## src/rtl/core/badf_pkg.sv

```systemverilog
// Shared types, register indexes and reset values for the box average distance follower.
package badf_pkg;

  // Default saturation limit for the per-frame point count
  localparam int DEF_MAX_POINTS = 65536;
  // Depth of the frame queue between front and back
  localparam int DEF_QUEUE_DEPTH = 4;

  // Field widths
  localparam int COORD_W  = 16;
  localparam int MAG_W    = 15;
  localparam int CFG_IDX_W = 3;

  // Configuration register indexes
  typedef enum logic [CFG_IDX_W-1:0] {
    REG_FRONT_MIN     = 3'd0,
    REG_FRONT_MAX     = 3'd1,
    REG_SIDE_MIN      = 3'd2,
    REG_SIDE_MAX      = 3'd3,
    REG_GOAL_DISTANCE = 3'd4,
    REG_GOAL_MARGIN   = 3'd5,
    REG_DRIVE_SPEED   = 3'd6
  } reg_idx_t;

  // Register reset values
  localparam logic signed [COORD_W-1:0] RST_FRONT_MIN     = 16'sd300;
  localparam logic signed [COORD_W-1:0] RST_FRONT_MAX     = 16'sd5000;
  localparam logic signed [COORD_W-1:0] RST_SIDE_MIN      = -16'sd200;
  localparam logic signed [COORD_W-1:0] RST_SIDE_MAX      = 16'sd200;
  localparam logic signed [COORD_W-1:0] RST_GOAL_DISTANCE = 16'sd2000;
  localparam logic [MAG_W-1:0]          RST_GOAL_MARGIN   = 15'd200;
  localparam logic [MAG_W-1:0]          RST_DRIVE_SPEED   = 15'd256;

  // Configuration bundle seen by front and back
  typedef struct packed {
    logic signed [COORD_W-1:0] front_min;
    logic signed [COORD_W-1:0] front_max;
    logic signed [COORD_W-1:0] side_min;
    logic signed [COORD_W-1:0] side_max;
    logic signed [COORD_W-1:0] goal_distance;
    logic [MAG_W-1:0]          goal_margin;
    logic [MAG_W-1:0]          drive_speed;
  } cfg_t;

endpackage

```

## src/rtl/core/badf_fifo.sv

```systemverilog
// Small register queue carrying closed-frame totals from front to back.
module badf_fifo #(
  parameter int WIDTH = 8,
  parameter int DEPTH = badf_pkg::DEF_QUEUE_DEPTH
) (
  input  logic             clk,
  input  logic             rst,
  input  logic             push,
  input  logic [WIDTH-1:0] push_data,
  input  logic             pop,
  output logic [WIDTH-1:0] rd_data,
  output logic             full,
  output logic             empty
);

  localparam int PtrW = (DEPTH > 1) ? $clog2(DEPTH) : 1;
  localparam int OccW = $clog2(DEPTH + 1);
  localparam logic [PtrW-1:0] LastPtr = PtrW'(DEPTH - 1);
  localparam logic [OccW-1:0] FullOcc = OccW'(DEPTH);

  logic [WIDTH-1:0] mem [DEPTH];
  logic [PtrW-1:0]  wr_ptr;
  logic [PtrW-1:0]  rd_ptr;
  logic [OccW-1:0]  occ;

  assign full    = (occ == FullOcc);
  assign empty   = (occ == '0);
  assign rd_data = mem[rd_ptr];

  // Storage
  always_ff @(posedge clk) begin
    if (push) begin
      mem[wr_ptr] <= push_data;
    end
  end

  // Pointers and occupancy
  always_ff @(posedge clk) begin
    if (rst) begin
      wr_ptr <= '0;
      rd_ptr <= '0;
      occ    <= '0;
    end else begin
      if (push) begin
        wr_ptr <= (wr_ptr == LastPtr) ? '0 : wr_ptr + 1'b1;
      end
      if (pop) begin
        rd_ptr <= (rd_ptr == LastPtr) ? '0 : rd_ptr + 1'b1;
      end
      if (push && !pop) begin
        occ <= occ + 1'b1;
      end else if (pop && !push) begin
        occ <= occ - 1'b1;
      end
    end
  end

`ifndef ASSERT_OFF
  a_no_overflow: assert property (@(posedge clk) disable iff (rst) !(push && full))
    else $error("queue written while full");
  a_no_underflow: assert property (@(posedge clk) disable iff (rst) !(pop && empty))
    else $error("queue read while empty");
  a_occ_bound: assert property (@(posedge clk) disable iff (rst) occ <= FullOcc)
    else $error("queue occupancy beyond depth");
`endif

endmodule

```

## config.mk

```make
export PLATFORM = sky130hd
export DESIGN_NAME = badf_fifo
export DESIGN_NICKNAME = d
export VERILOG_FILES = /design/src/rtl/core/badf_pkg.sv /design/src/rtl/core/badf_fifo.sv
export SDC_FILE = /design/constraint.sdc
export NUM_CORES = 1
export LEC_CHECK = 0
export BUFFER_PORTS_ARGS = -buffer_cell sky130_fd_sc_hd__buf_2
export CORE_MARGIN = 10
export CORE_UTILIZATION = 40
export CTS_BUF_LIST = sky130_fd_sc_hd__clkbuf_4 sky130_fd_sc_hd__clkbuf_8 sky130_fd_sc_hd__clkbuf_16
export DETAILED_ROUTE_END_ITERATION = 7
export PLACE_DENSITY = 0.6
export RECOVER_POWER = 25
export SLEW_MARGIN = 15
export SYNTH_ARGS = -nofsm -noshare
export SYNTH_HDL_FRONTEND = slang
export SYNTH_SLANG_ARGS = --single-unit
```

## constraint.sdc

```tcl
create_clock -name clk -period 1.95 [get_ports clk]
set_clock_uncertainty 0.15 [all_clocks]
set_input_delay 0.585 -clock clk [delete_from_list [all_inputs] [get_ports clk]]
set_output_delay 0.585 -clock clk [all_outputs]
set_load 0.03 [all_outputs]
```

==> results of run 1 <==
==> cell families after synthesis <==
logic type / count (synthesis) / synth area share (%)
buf+inv: 6 / 1.96
compound gates: 3 / 0.939
xor+xnor: 2 / 1.10
mux: 12 / 13.8
simple gates: 15 / 4.85
flops: 41 / 71.4
fa+ha+maj: 7 / 5.95
==> layout make-up <==
type | instances | share of cell area, %
flip-flops and latches | 41 | 56.6
well taps | 48 | 2.98
inverters | 4 | 0.744
clock inverters | 1 | 1.49
repair buffers | 33 | 12.2
clock buffers | 7 | 4.46
multi-input cells | 39 | 21.5
==> where the power goes <==
| group | total [mW] | internal [mW] | switching, mW | leakage, nW |
|---|---|---|---|---|
| Clock | 0.684 | 0.431 | 0.253 | 0.0619 |
| Sequential | 1.02 | 0.994 | 0.0280 | 0.369 |
| Combinational | 0.310 | 0.145 | 0.165 | 0.330 |
| Total | 2.02 | 1.57 | 0.446 | 0.761 |
==> synth_stat cells, drive strengths merged <==
| library cell | n |
|---|---|
| edfxtp | 32 |
| dfxtp | 9 |
| mux4 | 8 |
| nor2 | 7 |
| ha | 6 |
| and2 | 4 |
| inv | 4 |
| mux2i | 4 |
| a21oi | 2 |
| nor3b | 2 |
| xor2 | 2 |
| buf | 1 |
| clkbuf | 1 |
| fa | 1 |
| nor3 | 1 |
| o21ai | 1 |
| or3 | 1 |
==> flip-flops by register name, indices dropped and copies added, names as in the netlist, named ones only <==
signal	count
wr_ptr	2
rd_ptr	2
mem	32
occ	3
==> per-layer routing <==
metal  up-vias  track usage, %
li1        399               -
met1       402            8.97
met2        14            12.6
met3         2            3.32
met4         0            3.23
met5         -               0
==> how the worst max path moves through the flow <==
| stage | start | to | depth (start not counted) |
|---|---|---|---|
| after floorplan | pop | occ[2]$_SDFFE_PP0P_ | 7 |
| after global routing | register | rd_data[3] | 3 |
| after detailed placement | pop | occ[2]$_SDFFE_PP0P_ | 8 |
| final | register | rd_data[0] | 3 |
| after CTS | register | rd_data[3] | 3 |
| after global placement | pop | occ[2]$_SDFFE_PP0P_ | 8 |
==> per-stage QoR <==
stage | worst slack [ps] | cell area [sq um] | power [mW]
after floorplan | 3.15 | 1600 | 1.22
after global placement | -128 | 1840 | 1.31
after detailed placement | -194 | 1840 | 1.32
after CTS | -243 | 2020 | 2.04
after global routing | -294 | 2020 | 2.11
final | -214 | 2020 | 2.02
==> repair_timing <==
action                                  4_1_cts  5_1_grt
endpoints found under the setup margin        8        9
gates resized for setup                      19        1
cloned                                        0        0
buffers inserted                              0        0
hold buffers                                  0        0
pin swaps                                     0        0
==> metrics.md, run 1 <==
| Metric | Value |
|---|---|
| Fin cells | 173 |
| Number of fillers in the final layout | 316 |
| Unrepaired setup endpoints after global routing | yes |
| R2R Path End | occ[2]$_SDFFE_PP0P_ |
| Slew at the pin with the worst max-slew slack | roughly 230 ps |
| CP max-delay cell | mux4_2 |
| Core area | between 0.003 and 0.004 sq mm |
| Max-slew headroom | between 80% and 90% |
| R2r setup slk | around 380 ps |
| Worst hold start | push_data[7] |
| TritonCTS Buffers | 5 |
| Overall Global Routing Usage | roughly 7.9% |
| Max Root-Sink Buffers | 2 |
| Synth Area per Inst | about 19 sq um |
| R2R cell count | 4 |
| # DRC | 0 |
| CTS tree | done |
| Critical Path RT | roughly 1200 ps |
| Seq/Total Area, Yosys | 71.4% |
| Vias | slightly above 800 |
| First-pass GRT wire length | 4350 um |
| Top routing layer used | met4 |
| Cell Pwr Density | between 900 and 1000 mW/mm^2 |
| Post-synth net total | roughly 110 |
| Clk sinks | 41 |
| WP data arrival | 1430 ps |
| Final WL | 2580 um |
| P&R area growth vs syn | 26.3% |
| Sum Neg Setup Slack | -1590 ps |
| Clock-pin slew on the worst setup and hold paths | around 70 ps |
| WHS Endpoint | mem[3][7]$_DFFE_PP_ |
| Storage cell area | approximately 0.0011 sq mm |
| Routed len/inst | ~15 um |
| Yosys Warn Count | 0 |
| Critical path type | reg -> out |
| GRT overflow | 0 |
| Slowest stage delay, CP | between 500 and 600 ps |
| Clock latency on the worst-skew pair | between 200 and 300 ps |
| Critical Path Source Type | register |
| Synth unique cells | 17 |
| Ranking of synthesized cells by area | edfxtp_1 60%, dfxtp_1 11%, mux4_2 11%, ha_1 4.7%, mux2i_1 2.5% |
| Multi-input gate area | 434 sq um |
| Cell family with most CP delay | multiplexers |
| Final Cycle Share | 111% |
| Row count | 22 |
| Crit end category | primary output |
| Worst Path Max Fanout | 4 |
| DP Cell Count | approximately 170 |
| Area of the die | 0.00692 sq mm |
| Critical path cell sequence | buf_6 -> mux4_2 -> buf_6 |
| Reg-to-Reg Start | occ[0]$_SDFFE_PP0P_ |
| Pleak | about 0.76 nW |
| Yosys reg bits | 41 |
| Post-synth top area share | about three fifths |
| Die Height | between 80 and 90 um |
| Number of global-route vias before repair | 892 |
| Met2 routed WL | about 1400 um |
| Dpl hpwl | just over 2000 um |
| Outcome | finished, violations left |
| Final Slew Violations | 0 |
| Syn Std Cell Area | 0.00160 sq mm |
| GPL Wtd Cong | between 0.6 and 0.7 |
| Pin count of the biggest net entering global routing | 13 |
| Hold Crit Depth | 1 |
| Hold slack | between 300 and 400 ps |
| Setup WS post-layout | -214 ps |
| IO Count | 22 |
| Nets@finish | approximately 140 |
| Most common cell after layout, fill and taps aside | edfxtp_1 |
| Layout cells sized above 1 | 38.4% |
| Root Driver | clkbuf_8 |
| Diodes inserted | 0 |
| Final Hold Viols | 0 |
| 1st-pass router iterations | 4 |
| Fmax | roughly 460 MHz |
| Maximum vdd drop | ~0.00041 V |
| HP Class | in -> reg |
| Period minus WS final | 2160 ps |
| Number of max-cap violations | 0 |
| Die X-Extent | ~83 um |
| Initial drt markers | 36 |
| Initial Util | approximately 42% |
| Crit path top cell by count | buf_6 |
| Critical path buffers and inverters | 2 |
| Met3 wire len | between 100 and 150 um |
| Mapped Cells | 86 |
| Post-layout util | a little over half |
| Met1 Routed Length | roughly 1000 um |
| H-tree depth | 2 |
| Initial antenna violation count | 0 |
| Leading area contributor after synthesis | edfxtp_1 |
| Violated checks | negative setup slack |
| PortBufs | 21 |
| Final setup viols | 8 |
| Final ANT Viol Nets | 0 |
| Most frequent cells in the layout | 32 x edfxtp_1, 10 x buf_6, 10 x buf_4 |
| DR vias/cell | 4.72 |
(Power assumes the default switching activity.)
==> run 2, diff against run 1 <==
- PLACE_DENSITY: 0.6 -> 0.58
- clock period: 1.95 -> 2.5 ns (I/O delays scaled with it)
==> run 2 against run 1 <==
Effect of this change: clock power shrank 35%; worst hold slack lost 8.0 ps; power shrank 28%; cell count shrank 6.4%; global-route usage shrank 0.27 points; cell area shrank 8.6%; critical path type unchanged; the flow now finishes without violations; register-to-register slack gained 490 ps; die area is the same.
==> metrics.md, run 2 (synthesis results as in run 1) <==
| Metric | Value |
|---|---|
| Final Cell Area | 0.00185 sq mm (-8.6%) |
| GPL Wtd Cong | 0.716 (+8.5%) |
| Final setup viols | 0 (-8) |
| Critical Path RT | 1600 ps (+390 ps) |
| CP max-delay cell | mux4_2 |
| DR vias/cell | 4.85 (+2.6%) |
| Cell Pwr Density | 781 mW/mm^2 (-22%) |
| Sum Neg Setup Slack | 0 ps (+1590 ps) |
| Power Total | 1.44 mW (-28%) |
| Nets@finish | 132 (-7.7%) |
| Pin count of the biggest net entering global routing | 13 (unchanged) |
| Slowest stage delay, CP | 530 ps (+20 ps) |
| Dpl hpwl | 1870 um (-7.3%) |
| DP Cell Count | 154 (-6.7%) |
| Maximum vdd drop | 0.000344 V (-16%) |
| Diodes inserted | 0 (unchanged) |
| Critical Path Source Type | register |
| Final Cycle Share | about 97% |
| Post-CTS setup buffers | 0 (unchanged) |
| Largest register FFs | 32 (unchanged) |
| Layout cells sized above 1 | 28.9% (-9.5 points) |
| Hold-fix buffers at CTS | 0 (unchanged) |
| Final Slew Violations | 0 (unchanged) |
| Most flop-heavy register | mem |
| Core area | 0.00377 sq mm (unchanged) |
| PortBufs | 21 (unchanged) |
| Fin cells | 162 (-6.4%) |
| PostCTS Resize Cnt | 0 (-19) |
| CTS tree | done |
| IO Count | 22 (unchanged) |
| Vias | 785 (-3.9%) |
| Critical path type | reg -> out |
| Slew at the pin with the worst max-slew slack | 457 ps (+232 ps) |
| First-pass GRT wire length | 4080 um (-6.3%) |
| Most common cell after layout, fill and taps aside | edfxtp_1 |
| Final ANT Viol Nets | 0 (unchanged) |
| Overall Global Routing Usage | 7.59% (-0.27 points) |
| Critical path cell sequence | buf_4 -> mux4_2 -> buf_2 |
| GRT overflow | 0 (unchanged) |
| Pleak | 0.677 nW (-11%) |
| 1st-pass router iterations | 4 (unchanged) |
| Crit end category | primary output |
| Period minus WS final | between 2000 and 2500 ps |
| Clock latency on the worst-skew pair | 280 ps (about the same) |
| Most frequent cells in the layout | 32 x edfxtp_1, 16 x buf_2, 9 x dfxtp_1 |
| Max Root-Sink Buffers | 2 (unchanged) |
| Area of the die | 0.00692 sq mm (unchanged) |
| Die Height | 83.2 um (unchanged) |
| # DRC | 0 (unchanged) |
| Post-layout util | 48.9% (-4.6 points) |
| Clk sinks | 41 (unchanged) |
| Row count | 22 (unchanged) |
| Unrepaired setup endpoints after global routing | no |
| Outcome | complete, no violations |
| HP Class | reg -> reg |
| Routed len/inst | 15.7 um (+5.2%) |
| Fmax | a little over 400 MHz |
| H-tree depth | 2 (unchanged) |
| Initial drt markers | 37 (+2.8%) |
| Root Driver | clkbuf_8 |
| Initial antenna violation count | 0 (unchanged) |
| Die X-Extent | 83.2 um (unchanged) |
| Final WL | 2540 um (-1.5%) |
| Final Hold Viols | 0 (unchanged) |
| TritonCTS Buffers | 5 (unchanged) |
| P&R area growth vs syn | 15.5% |
| Clock-pin slew on the worst setup and hold paths | 70 ps (about the same) |
| Number of global-route vias before repair | 846 (-5.2%) |
| Number of max-cap violations | 0 (unchanged) |
| Max-slew headroom | 69.5% (-15 points) |
| WP data arrival | 1520 ps (+90 ps) |
| Top flop regs | mem (32), occ (3) |
| Worst Path Max Fanout | 8 (+4) |
| Placed Area | 0.00175 sq mm (-4.8%) |
| Initial Util | 42.4% (unchanged) |
==> run 2: layout make-up <==
| cell class | count | area, sq um |
|---|---|---|
| Clock buffer | 8 | 97.6 |
| Timing Repair Buffer | 22 | 106 |
| Tap cell | 48 | 60.1 |
| Fill cell | 313 | 1930 |
| Inverter | 4 | 15.0 |
| Multi-Input combinational cell | 39 | 425 |
| Sequential cell | 41 | 1140 |
==> run 2: layer usage <==
layer	routed length, um	vias to the layer above	GRT usage [%]
li1	-	379	-
met1	1090	381	8.38
met2	1290	18	12.3
met3	106	7	2.83
met4	51	0	4.15
met5	0	-	0
==> run 2: worst paths after layout <==
path | from | endpoint | slack (ps) | depth (start not counted)
max | register | rd_data[0] | 80 | 3
min | occ[2]$_SDFFE_PP0P_ | occ[2]$_SDFFE_PP0P_ | 370 | 2
max reg2reg | occ[0]$_SDFFE_PP0P_ | occ[2]$_SDFFE_PP0P_ | 870 | 4
min reg2reg | occ[2]$_SDFFE_PP0P_ | occ[2]$_SDFFE_PP0P_ | 370 | 2
==> run 2: worst max-delay path: cells and delay by family, from the launching register on <==
kind / cells / cell delay (ps)
buffers and inverters: 2 / 400
flip-flops: 1 / 310
multiplexers: 1 / 530
==> run 2: through the flow <==
step | hold WS (ps) | worst slack (ps)
finish | 366 | 78.0
global route | 405 | 7.68
CTS | 370 | 44.5
detailed placement | 357 | 106
global placement | 337 | 179
floorplan | 310 | 338
==> run 2: power breakdown <==
group | internal, mW | switching, mW | leakage [nW] | total (mW)
registers | 0.775 | 0.0239 | 0.368 | 0.799
logic | 0.0773 | 0.119 | 0.257 | 0.197
clock network | 0.246 | 0.199 | 0.0523 | 0.446
