<file path="src/rtl/core/badf_pkg.sv">
// Shared types, register indexes and reset values for the box average distance follower.
package badf_pkg;

  // Default saturation limit for the per-frame point count
  localparam int DEF_MAX_POINTS = 65536;
  // Depth of the frame queue between front and back
  localparam int DEF_QUEUE_DEPTH = 4;

  // Field widths
  localparam int COORD_W  = 16;
  localparam int MAG_W    = 15;
  localparam int CFG_IDX_W = 3;

  // Configuration register indexes
  typedef enum logic [CFG_IDX_W-1:0] {
    REG_FRONT_MIN     = 3'd0,
    REG_FRONT_MAX     = 3'd1,
    REG_SIDE_MIN      = 3'd2,
    REG_SIDE_MAX      = 3'd3,
    REG_GOAL_DISTANCE = 3'd4,
    REG_GOAL_MARGIN   = 3'd5,
    REG_DRIVE_SPEED   = 3'd6
  } reg_idx_t;

  // Register reset values
  localparam logic signed [COORD_W-1:0] RST_FRONT_MIN     = 16'sd300;
  localparam logic signed [COORD_W-1:0] RST_FRONT_MAX     = 16'sd5000;
  localparam logic signed [COORD_W-1:0] RST_SIDE_MIN      = -16'sd200;
  localparam logic signed [COORD_W-1:0] RST_SIDE_MAX      = 16'sd200;
  localparam logic signed [COORD_W-1:0] RST_GOAL_DISTANCE = 16'sd2000;
  localparam logic [MAG_W-1:0]          RST_GOAL_MARGIN   = 15'd200;
  localparam logic [MAG_W-1:0]          RST_DRIVE_SPEED   = 15'd256;

  // Configuration bundle seen by front and back
  typedef struct packed {
    logic signed [COORD_W-1:0] front_min;
    logic signed [COORD_W-1:0] front_max;
    logic signed [COORD_W-1:0] side_min;
    logic signed [COORD_W-1:0] side_max;
    logic signed [COORD_W-1:0] goal_distance;
    logic [MAG_W-1:0]          goal_margin;
    logic [MAG_W-1:0]          drive_speed;
  } cfg_t;

endpackage

</file>
<file path="src/rtl/core/badf_front.sv">
// Front end: accepts points, tests them against the box and accumulates the frame totals.
module badf_front #(
  parameter int MAX_POINTS = badf_pkg::DEF_MAX_POINTS
) (
  input  logic                                clk,
  input  logic                                rst,
  input  badf_pkg::cfg_t                      cfg,
  input  logic                                in_valid,
  output logic                                in_ready,
  input  logic signed [badf_pkg::COORD_W-1:0] point_forward,
  input  logic signed [badf_pkg::COORD_W-1:0] point_side,
  input  logic                                point_present,
  input  logic                                frame_end,
  input  logic                                queue_full,
  output logic                                push,
  output logic [$clog2(MAX_POINTS+1)+badf_pkg::COORD_W+$clog2(MAX_POINTS+1)-1:0] push_data
);

  localparam int CntW = $clog2(MAX_POINTS + 1);
  localparam int SumW = CntW + badf_pkg::COORD_W;
  localparam logic [CntW-1:0] MaxCnt = CntW'(MAX_POINTS);

  logic signed [SumW-1:0] forward_sum;
  logic signed [SumW-1:0] forward_sum_next;
  logic [CntW-1:0]        point_count;
  logic [CntW-1:0]        point_count_next;
  logic                   in_box;
  logic                   accept;

  // Room in the queue is needed only for a frame close, but stall uniformly
  assign in_ready = !queue_full;
  assign accept   = in_valid && in_ready;

  // Box test with saturation guard
  assign in_box = point_present
               && (point_forward >= cfg.front_min) && (point_forward <= cfg.front_max)
               && (point_side >= cfg.side_min) && (point_side <= cfg.side_max)
               && (point_count < MaxCnt);

  always_comb begin
    forward_sum_next = forward_sum;
    point_count_next = point_count;
    if (in_box) begin
      forward_sum_next = forward_sum + SumW'(point_forward);
      point_count_next = point_count + 1'b1;
    end
  end

  // Running totals, cleared when a frame closes
  always_ff @(posedge clk) begin
    if (rst) begin
      forward_sum <= '0;
      point_count <= '0;
    end else if (accept) begin
      if (frame_end) begin
        forward_sum <= '0;
        point_count <= '0;
      end else begin
        forward_sum <= forward_sum_next;
        point_count <= point_count_next;
      end
    end
  end

  // Closed frame goes to the queue, current point included
  assign push      = accept && frame_end;
  assign push_data = {forward_sum_next, point_count_next};

`ifndef ASSERT_OFF
  a_count_bound: assert property (@(posedge clk) disable iff (rst) point_count <= MaxCnt)
    else $error("point count above limit");
  a_clear_on_close: assert property (@(posedge clk) disable iff (rst)
    accept && frame_end |=> (point_count == '0) && (forward_sum == '0))
    else $error("totals not cleared after frame close");
  a_push_room: assert property (@(posedge clk) disable iff (rst) push |-> !queue_full)
    else $error("frame pushed without queue room");
`endif

endmodule

</file>
<file path="config.mk">
export PLATFORM = sky130hd
export DESIGN_NAME = badf_front
export DESIGN_NICKNAME = d
export VERILOG_FILES = /design/src/rtl/core/badf_pkg.sv /design/src/rtl/core/badf_front.sv
export SDC_FILE = /design/constraint.sdc
export NUM_CORES = 1
export LEC_CHECK = 0
export BUFFER_PORTS_ARGS = -buffer_cell sky130_fd_sc_hd__buf_4
export CAP_MARGIN = 20
export CORE_AREA = 2 2 126 128
export CTS_CLUSTER_DIAMETER = 60
export DETAILED_ROUTE_END_ITERATION = 7
export DIE_AREA = 0 0 128 130
export GPL_TIMING_DRIVEN = 1
export PLACE_DENSITY = 0.73
export SYNTH_ARGS = -nofsm -noshare
export SYNTH_HDL_FRONTEND = slang
export SYNTH_SLANG_ARGS = --single-unit
</file>
<file path="constraint.sdc">
create_clock -name clk -period 3.6 [get_ports clk]
set_clock_uncertainty 0.2 [all_clocks]
set_input_delay 0.54 -clock clk [delete_from_list [all_inputs] [get_ports clk]]
set_output_delay 0.54 -clock clk [all_outputs]
set_load 0.01 [all_outputs]
</file>
==> run_results.csv, run 1 <==
group,metric,value,unit
sta,setup-tns-final,-8810,ps
detailed_routing,routed_via_density,5.43,
yosys,synth_nets,1005,
pwr,p_seq_share,31.1,%
yosys,ys.flop_type,"dfxtp_1",
detailed_routing,drt-wirelength-per-cell,15.9,µm
detailed_routing,ant_nets,0,
worst_setup_path,cp.required,2860,ps
finish,drive_above_1_share,42.2,%
flow_run,drv_cap,0,
yosys,yosys-top-cells-area,"ha_1 20%, dfxtp_1 17%, a21oi_1 4.9%, inv_1 4.8%, xnor2_1 4.7%",
sta,rsz0062_at_grt,"true",
worst_setup_path,worstPathArrival,3100,ps
yosys,synth-edff-count,0,
finish,final_common_cell,"buf_4",
pwr,ir_worst_vdd,0.000178,V
detailed_routing,drcViolationCount,0,
sta,fmax,0.260,GHz
pwr,leakage,4.66,nW
sta,setup_viol,50,
clocking,clockBufferDepth,2,
worst_setup_path,crit_type,"in -> out",
sta,slew_headroom,48.1,%
yosys,netlist_area,5960,µm²
worst_setup_path,cp-start-kind,"primary input",
pwr,power_frac_comb,39.7,%
sta,holdWs,278,ps
clocking,clk_latency,310,ps
die,io_pins,200,
yosys,synth.distinct_cells,60,
global_route,grt_max_degree,23,
sta,min_period_over_period,107,%
clocking,cts_tree,"built",
die,core_area,15400,µm²
detailed_routing,via_count,6757,
pwr,p_int,1.21,mW
pwr,netSwitchingFraction,32.3,%
pwr,clkPwrFrac,29.2,%
sta,min_period,3840,ps
place,gp_congestion,0.897,
yosys,netlist_instances,759,
die,die_area,16600,µm²
global_route,track_usage,23.3,%
place,port_buffers,153,
clocking,cts.clk_slew.worst_paths,70,ps
detailed_routing,drt_wl_total,19.8,mm
outcome,status,"finished, violations left",
clocking,h-tree-depth,2,
die,rows,46,
yosys,ys_seq_area_share,16.8,%
die,fp.dieH,130,µm
die,die_w,128,µm
yosys,synth_top_area_cell,"ha_1",
finish,mostFrequentLayoutCells,"260 x buf_4, 85 x ha_1, 72 x inv_1, 54 x nand2_1, 52 x a21oi_1",
detailed_routing,drt_iter0_drc,360,
sta,timing.final.ws_setup,-241,ps
clocking,cts-buffers-inserted,5,
sta,slew_viol_final,0,
pwr,switchingPower,0.578,mW
yosys,async_flop_share,0,%
yosys,synth_area_per_cell,7.86,µm²
finish,fin_nets,1297,
global_route,grt_pass1_wl,31.4,mm
outcome,violations,"negative setup slack",
yosys,synth_seq_cells,50,
yosys,yosysWarnings,0,
sta,hold_viol,0,
finish,n_antenna_cell,0,
global_route,antenna_found_initial,0,
worst_setup_path,end_kind,"output pin",
worst_setup_path,cp_max_fo,15,
yosys,yosysTopAreaCellShare,20.4,%
detailed_routing,firstDrtPassIters,5,
hold_path,worstHoldPathType,"in -> reg",
clocking,cts.sink_count,50,
pwr,pwr_density_cell,191,nW/µm²
die,start_util,38.7,%
global_route,grt_remaining_overflow,0,
place,dp_hpwl,14.8,mm
finish,area_delta_synth_final,57.6,%
sta,worst_pin_slew,778,ps
global_route,first_global_vias,6640,
clocking,cts_root_buffer,"clkbuf_16",
metrics by stage:
stage,cell area [µm²],utilization [%],total power [mW],std cells,setup slack (ps)
floorplan,6080,-,0.877,759,-16.1
global placement,8290,53.7,1.16,1200,-376
detailed placement,8300,53.8,1.17,1201,-415
CTS,9230,59.8,1.77,1239,-247
global route,9400,60.9,1.87,1244,-350
finish,9400,60.9,1.79,1244,-241
critical path, cell delays in order:
cell     delay [ps]
buf_6            70
inv_4            30
ha_4            250
nand4_1         140
or4_4           540
a21oi_4         140
nor3_2           60
mux2_4          310
o211a_4         170
and2_4          210
buf_12          160
mux2_4          330
buf_6           130
logic make-up (layout without fill, tap and decap cells):
group	after synthesis	after routing	synth area share [%]
buffers and inverters	105	398	7.07
AO/OA/AOI/OAI	232	232	26.4
flip-flops	50	50	16.8
AND/OR/NAND/NOR	204	204	16.9
multiplexers	28	28	5.96
XOR/XNOR	42	42	6.17
adder cells (fa/ha/maj)	98	98	20.7
final timing paths:
path | cells past startpoint | slack, ps | endpoint | start
max | 13 | -240 | push_data[27] | cfg[77]
min | 2 | 280 | point_count[15] | rst
max reg2reg | 15 | 190 | forward_sum[32] | forward_sum[0]
min reg2reg | 1 | 320 | forward_sum[30] | forward_sum[30]
per-layer routing:
layer / vias to the layer above / wire (µm) / track usage, %
met3: 35 / 761 / 2.83
met5: - / 0 / 0
met4: 0 / 512 / 8.86
met1: 3171 / 8850 / 29.1
met2: 175 / 9630 / 41.3
li1: 3376 / - / -
power groups by stage:
stage / logic [mW] / registers (mW) / clock network, mW
final: 0.711 / 0.557 / 0.524
after global routing: 0.776 / 0.558 / 0.539
after CTS: 0.690 / 0.557 / 0.522
after detailed placement: 0.597 / 0.570 / 0
after global placement: 0.587 / 0.570 / 0
after floorplan: 0.307 / 0.569 / 0
synthesized netlist by cell type (all sizes together) (6+ instances only):
library cell	n
xor2	10
buf	7
a21o	22
nor2	36
dfxtp	50
mux2	24
nor2b	9
nor3	13
nand4	18
clkbuf	21
xnor2	32
a22o	29
nand2b	6
inv	77
o211ai	14
and3	6
nand2	65
a41oi	7
o21a	6
nand3	22
a211oi	7
a21oi	58
a31oi	11
o21ai	37
ha	97
o31ai	8
state kept, by name (all words and copies together), names as in the netlist:
register and count:
forward_sum 33, point_count 17
cell type report:
cell class / count / area, µm²
Clock inverter: 2 / 16.3
Fill cell: 1331 / 6030
Multi-Input combinational cell: 604 / 5130
Sequential cell: 50 / 1010
Timing Repair Buffer: 313 / 2560
Clock buffer: 6 / 139
Inverter: 77 / 304
Tap cell: 192 / 240
what timing repair did:
item	in CTS	in global routing
gates cloned	2	0
resized for setup	119	32
setup buffers	30	8
hold buffers	0	0
pin swaps	54	28
setup endpoints to repair	50	50
No activity file was read; power rests on OpenSTA's default activity.
==> run 2, diff against run 1 <==
Settings changed: PLACE_DENSITY 0.73 to 0.71.
Clock period 3.6 ns to 3.9 ns, I/O delays scaled along.
==> run 2 against run 1 <==
  * The run still ends with negative setup slack left
  * Global-route usage decreased by 1.2 points
  * Count of clock-buffer cells in the layout decreased by 1
  * Highest routed layer unchanged
  * Wire length increased by 2.9%
  * Die area unchanged
  * Sequential share of layout area increased by 0.19 points
  * Largest power group unchanged
  * Clock power increased by 2%
  * Design area decreased by 2.0%
==> run_results.csv, run 2 (synthesized netlist as in run 1, its figures left out) <==
group,metric,value,unit
detailed_routing,drcViolationCount,0,
hold_path,worstHoldPathType,"reg -> reg",
worst_setup_path,worstPathArrival,3210,ps
global_route,first_global_vias,6342,
global_route,grt_busiest_layer,"met2",
finish,final_common_cell,"buf_4",
clocking,clk_latency,300,ps
sta,fmax,0.250,GHz
finish,largest_reg_flops,33,
worst_setup_path,end_kind,"output pin",
worst_setup_path,reg2reg_from,"forward_sum[3]",
worst_setup_path,cpMaxStageDelayCell,"or4_4",
finish,n_fill_cell,1331,
sta,slew_headroom,43.4,%
sta,setup-tns-final,-1950,ps
place,place_worst_setup_slack,-380,ps
sta,min_period,4000,ps
sta,worst_pin_slew,849,ps
place,post-place-cells,1162,
worst_setup_path,crit_type,"in -> out",
finish,max_flop_register,"forward_sum",
finish,drive_above_1_share,38.9,%
global_route,met1_usage,28.4,%
detailed_routing,firstDrtPassIters,4,
pwr,power,1.69,mW
worst_setup_path,crit_chain,"buf_8, ha_4, nand4_1, or4_4, a21oi_4, nor3_2, mux2_4, o211a_4, and2_4, buf_12, mux2i_1, o311ai_2, buf_4",
sta,hold_viol,0,
global_route,track_usage,22.1,%
global_route,grt_pass1_wl,30.2,mm
die,io_pins,200,
detailed_routing,routed_via_density,5.61,
worst_setup_path,r2r_cells,19,
finish,n_antenna_cell,0,
finish,mostFrequentLayoutCells,"224 x buf_4, 83 x ha_1, 73 x inv_1, 60 x nand2_1, 51 x a21oi_1",
worst_setup_path,max_stage_delay,540,ps
finish,final_area,9210,µm²
finish,fin_nets,1261,
worst_setup_path,path_buf_inv,3,
clocking,cts_root_buffer,"clkbuf_16",
detailed_routing,ant_nets,0,
worst_setup_path,worstSetupPathDepth,13,
global_route,antenna_found_initial,0,
detailed_routing,via_count,6781,
sta,setup_viol,38,
pwr,pwr_density_cell,184,nW/µm²
global_route,grt_use_met3,3.12,%
worst_setup_path,reg2reg_to,"forward_sum[29]",
outcome,violations,"negative setup slack",
die,rows,46,
clocking,hold_buffers,0,
clocking,h-tree-depth,2,
worst_setup_path,cp-start-kind,"primary input",
worst_setup_path,cp.required,3120,ps
outcome,status,"finished, violations left",
pwr,ir_worst_vdd,0.000204,V
detailed_routing,drt_wl_total,20.3,mm
sta,slew_viol_final,0,
worst_setup_path,critPathCapture,"push_data[47]",
global_route,grt_max_degree,23,
clocking,cts.sink_count,50,
global_route,use_met2,38.5,%
global_route,grt_remaining_overflow,0,
die,die_area,16600,µm²
place,dp_hpwl,14.4,mm
finish,fin_util,59.7,%
clocking,cts_tree,"built",
die,core_area,15400,µm²
sta,holdWs,307,ps
finish,reg_top3,"forward_sum x33, point_count x17",
clocking,cts.clk_slew.worst_paths,70,ps
detailed_routing,drt_iter0_drc,416,
worst_setup_path,r2r_setup_slack,20,ps
finish,multi_input_area,5130,µm²
finish,area_delta_synth_final,54.5,%
worst_setup_path,worstSetupStartpoint,"point_side[15]",
worst_setup_path,cp_max_fo,6,
place,port_buffers,153,
clocking,clockBufferDepth,2,
sta,min_period_over_period,103,%
die,fp.dieH,130,µm
place,place_area,7910,µm²
sta,rsz0062_at_grt,"true",
hold_path,holdPathStages,1,
die,die_w,128,µm
clocking,cts-buffers-inserted,5,
finish,seqCellArea,1000,µm²
sta,timing.final.ws_setup,-99.1,ps
flow_run,drv_cap,0,
pwr,leakage,4.51,nW
detailed_routing,drt-wirelength-per-cell,16.8,µm
place,gp_congestion,0.884,
finish,fin_cells,1208,
die,start_util,38.7,%
worst_setup_path,crit_family,"simple AND/OR/NAND/NOR gates",
==> run 2: layout make-up <==
cell class                 count  area share (%)
multi-input combinational    604            55.7
sequential                    50            10.9
clock buffer                   5            1.36
timing repair buffer         277            25.7
clock inverter                 3           0.516
inverter                      77            3.22
tap                          192            2.61
==> run 2: worst min path at each step <==
| stage | start | to | slack [ps] |
|---|---|---|---|
| 2_1_floorplan | forward_sum[27] | forward_sum[27] | 260 |
| 3_3_place_gp | forward_sum[27] | forward_sum[27] | 280 |
| 3_5_place_dp | point_count[14] | point_count[14] | 290 |
| 4_1_cts | forward_sum[27] | forward_sum[27] | 310 |
| 5_1_grt | forward_sum[27] | forward_sum[27] | 330 |
| 6_report | forward_sum[27] | forward_sum[27] | 310 |
==> run 2: worst reg2reg max path: cells and delay by family, from the launching register on <==
family	cells	cell delay, ps
buffers and inverters	9	1110
XOR/XNOR	1	190
flip-flops	1	360
adder cells (fa/ha/maj)	1	280
AO/OA/AOI/OAI	7	1450
AND/OR/NAND/NOR	1	190
==> run 2: report_power, final <==
group	switching [mW]	total [mW]	internal (mW)
Sequential	0.00212	0.514	0.512
Combinational	0.308	0.644	0.336
Clock	0.230	0.537	0.307
Total	0.539	1.69	1.16
==> run 2: per-layer routing <==
layer  up-vias  share of wire (%)  routed length, µm
met5         -                  0                  0
met2       227                 49               9870
met3        51                5.0               1020
met1      3182                 43               8820
met4         0                3.1                629
li1       3321                  -                  -
==> run 2: what timing repair did <==
item	CTS	global route
setup buffers	15	20
pin swaps	24	37
cloned	0	4
endpoints found under the setup margin	50	51
gates resized for setup	38	126
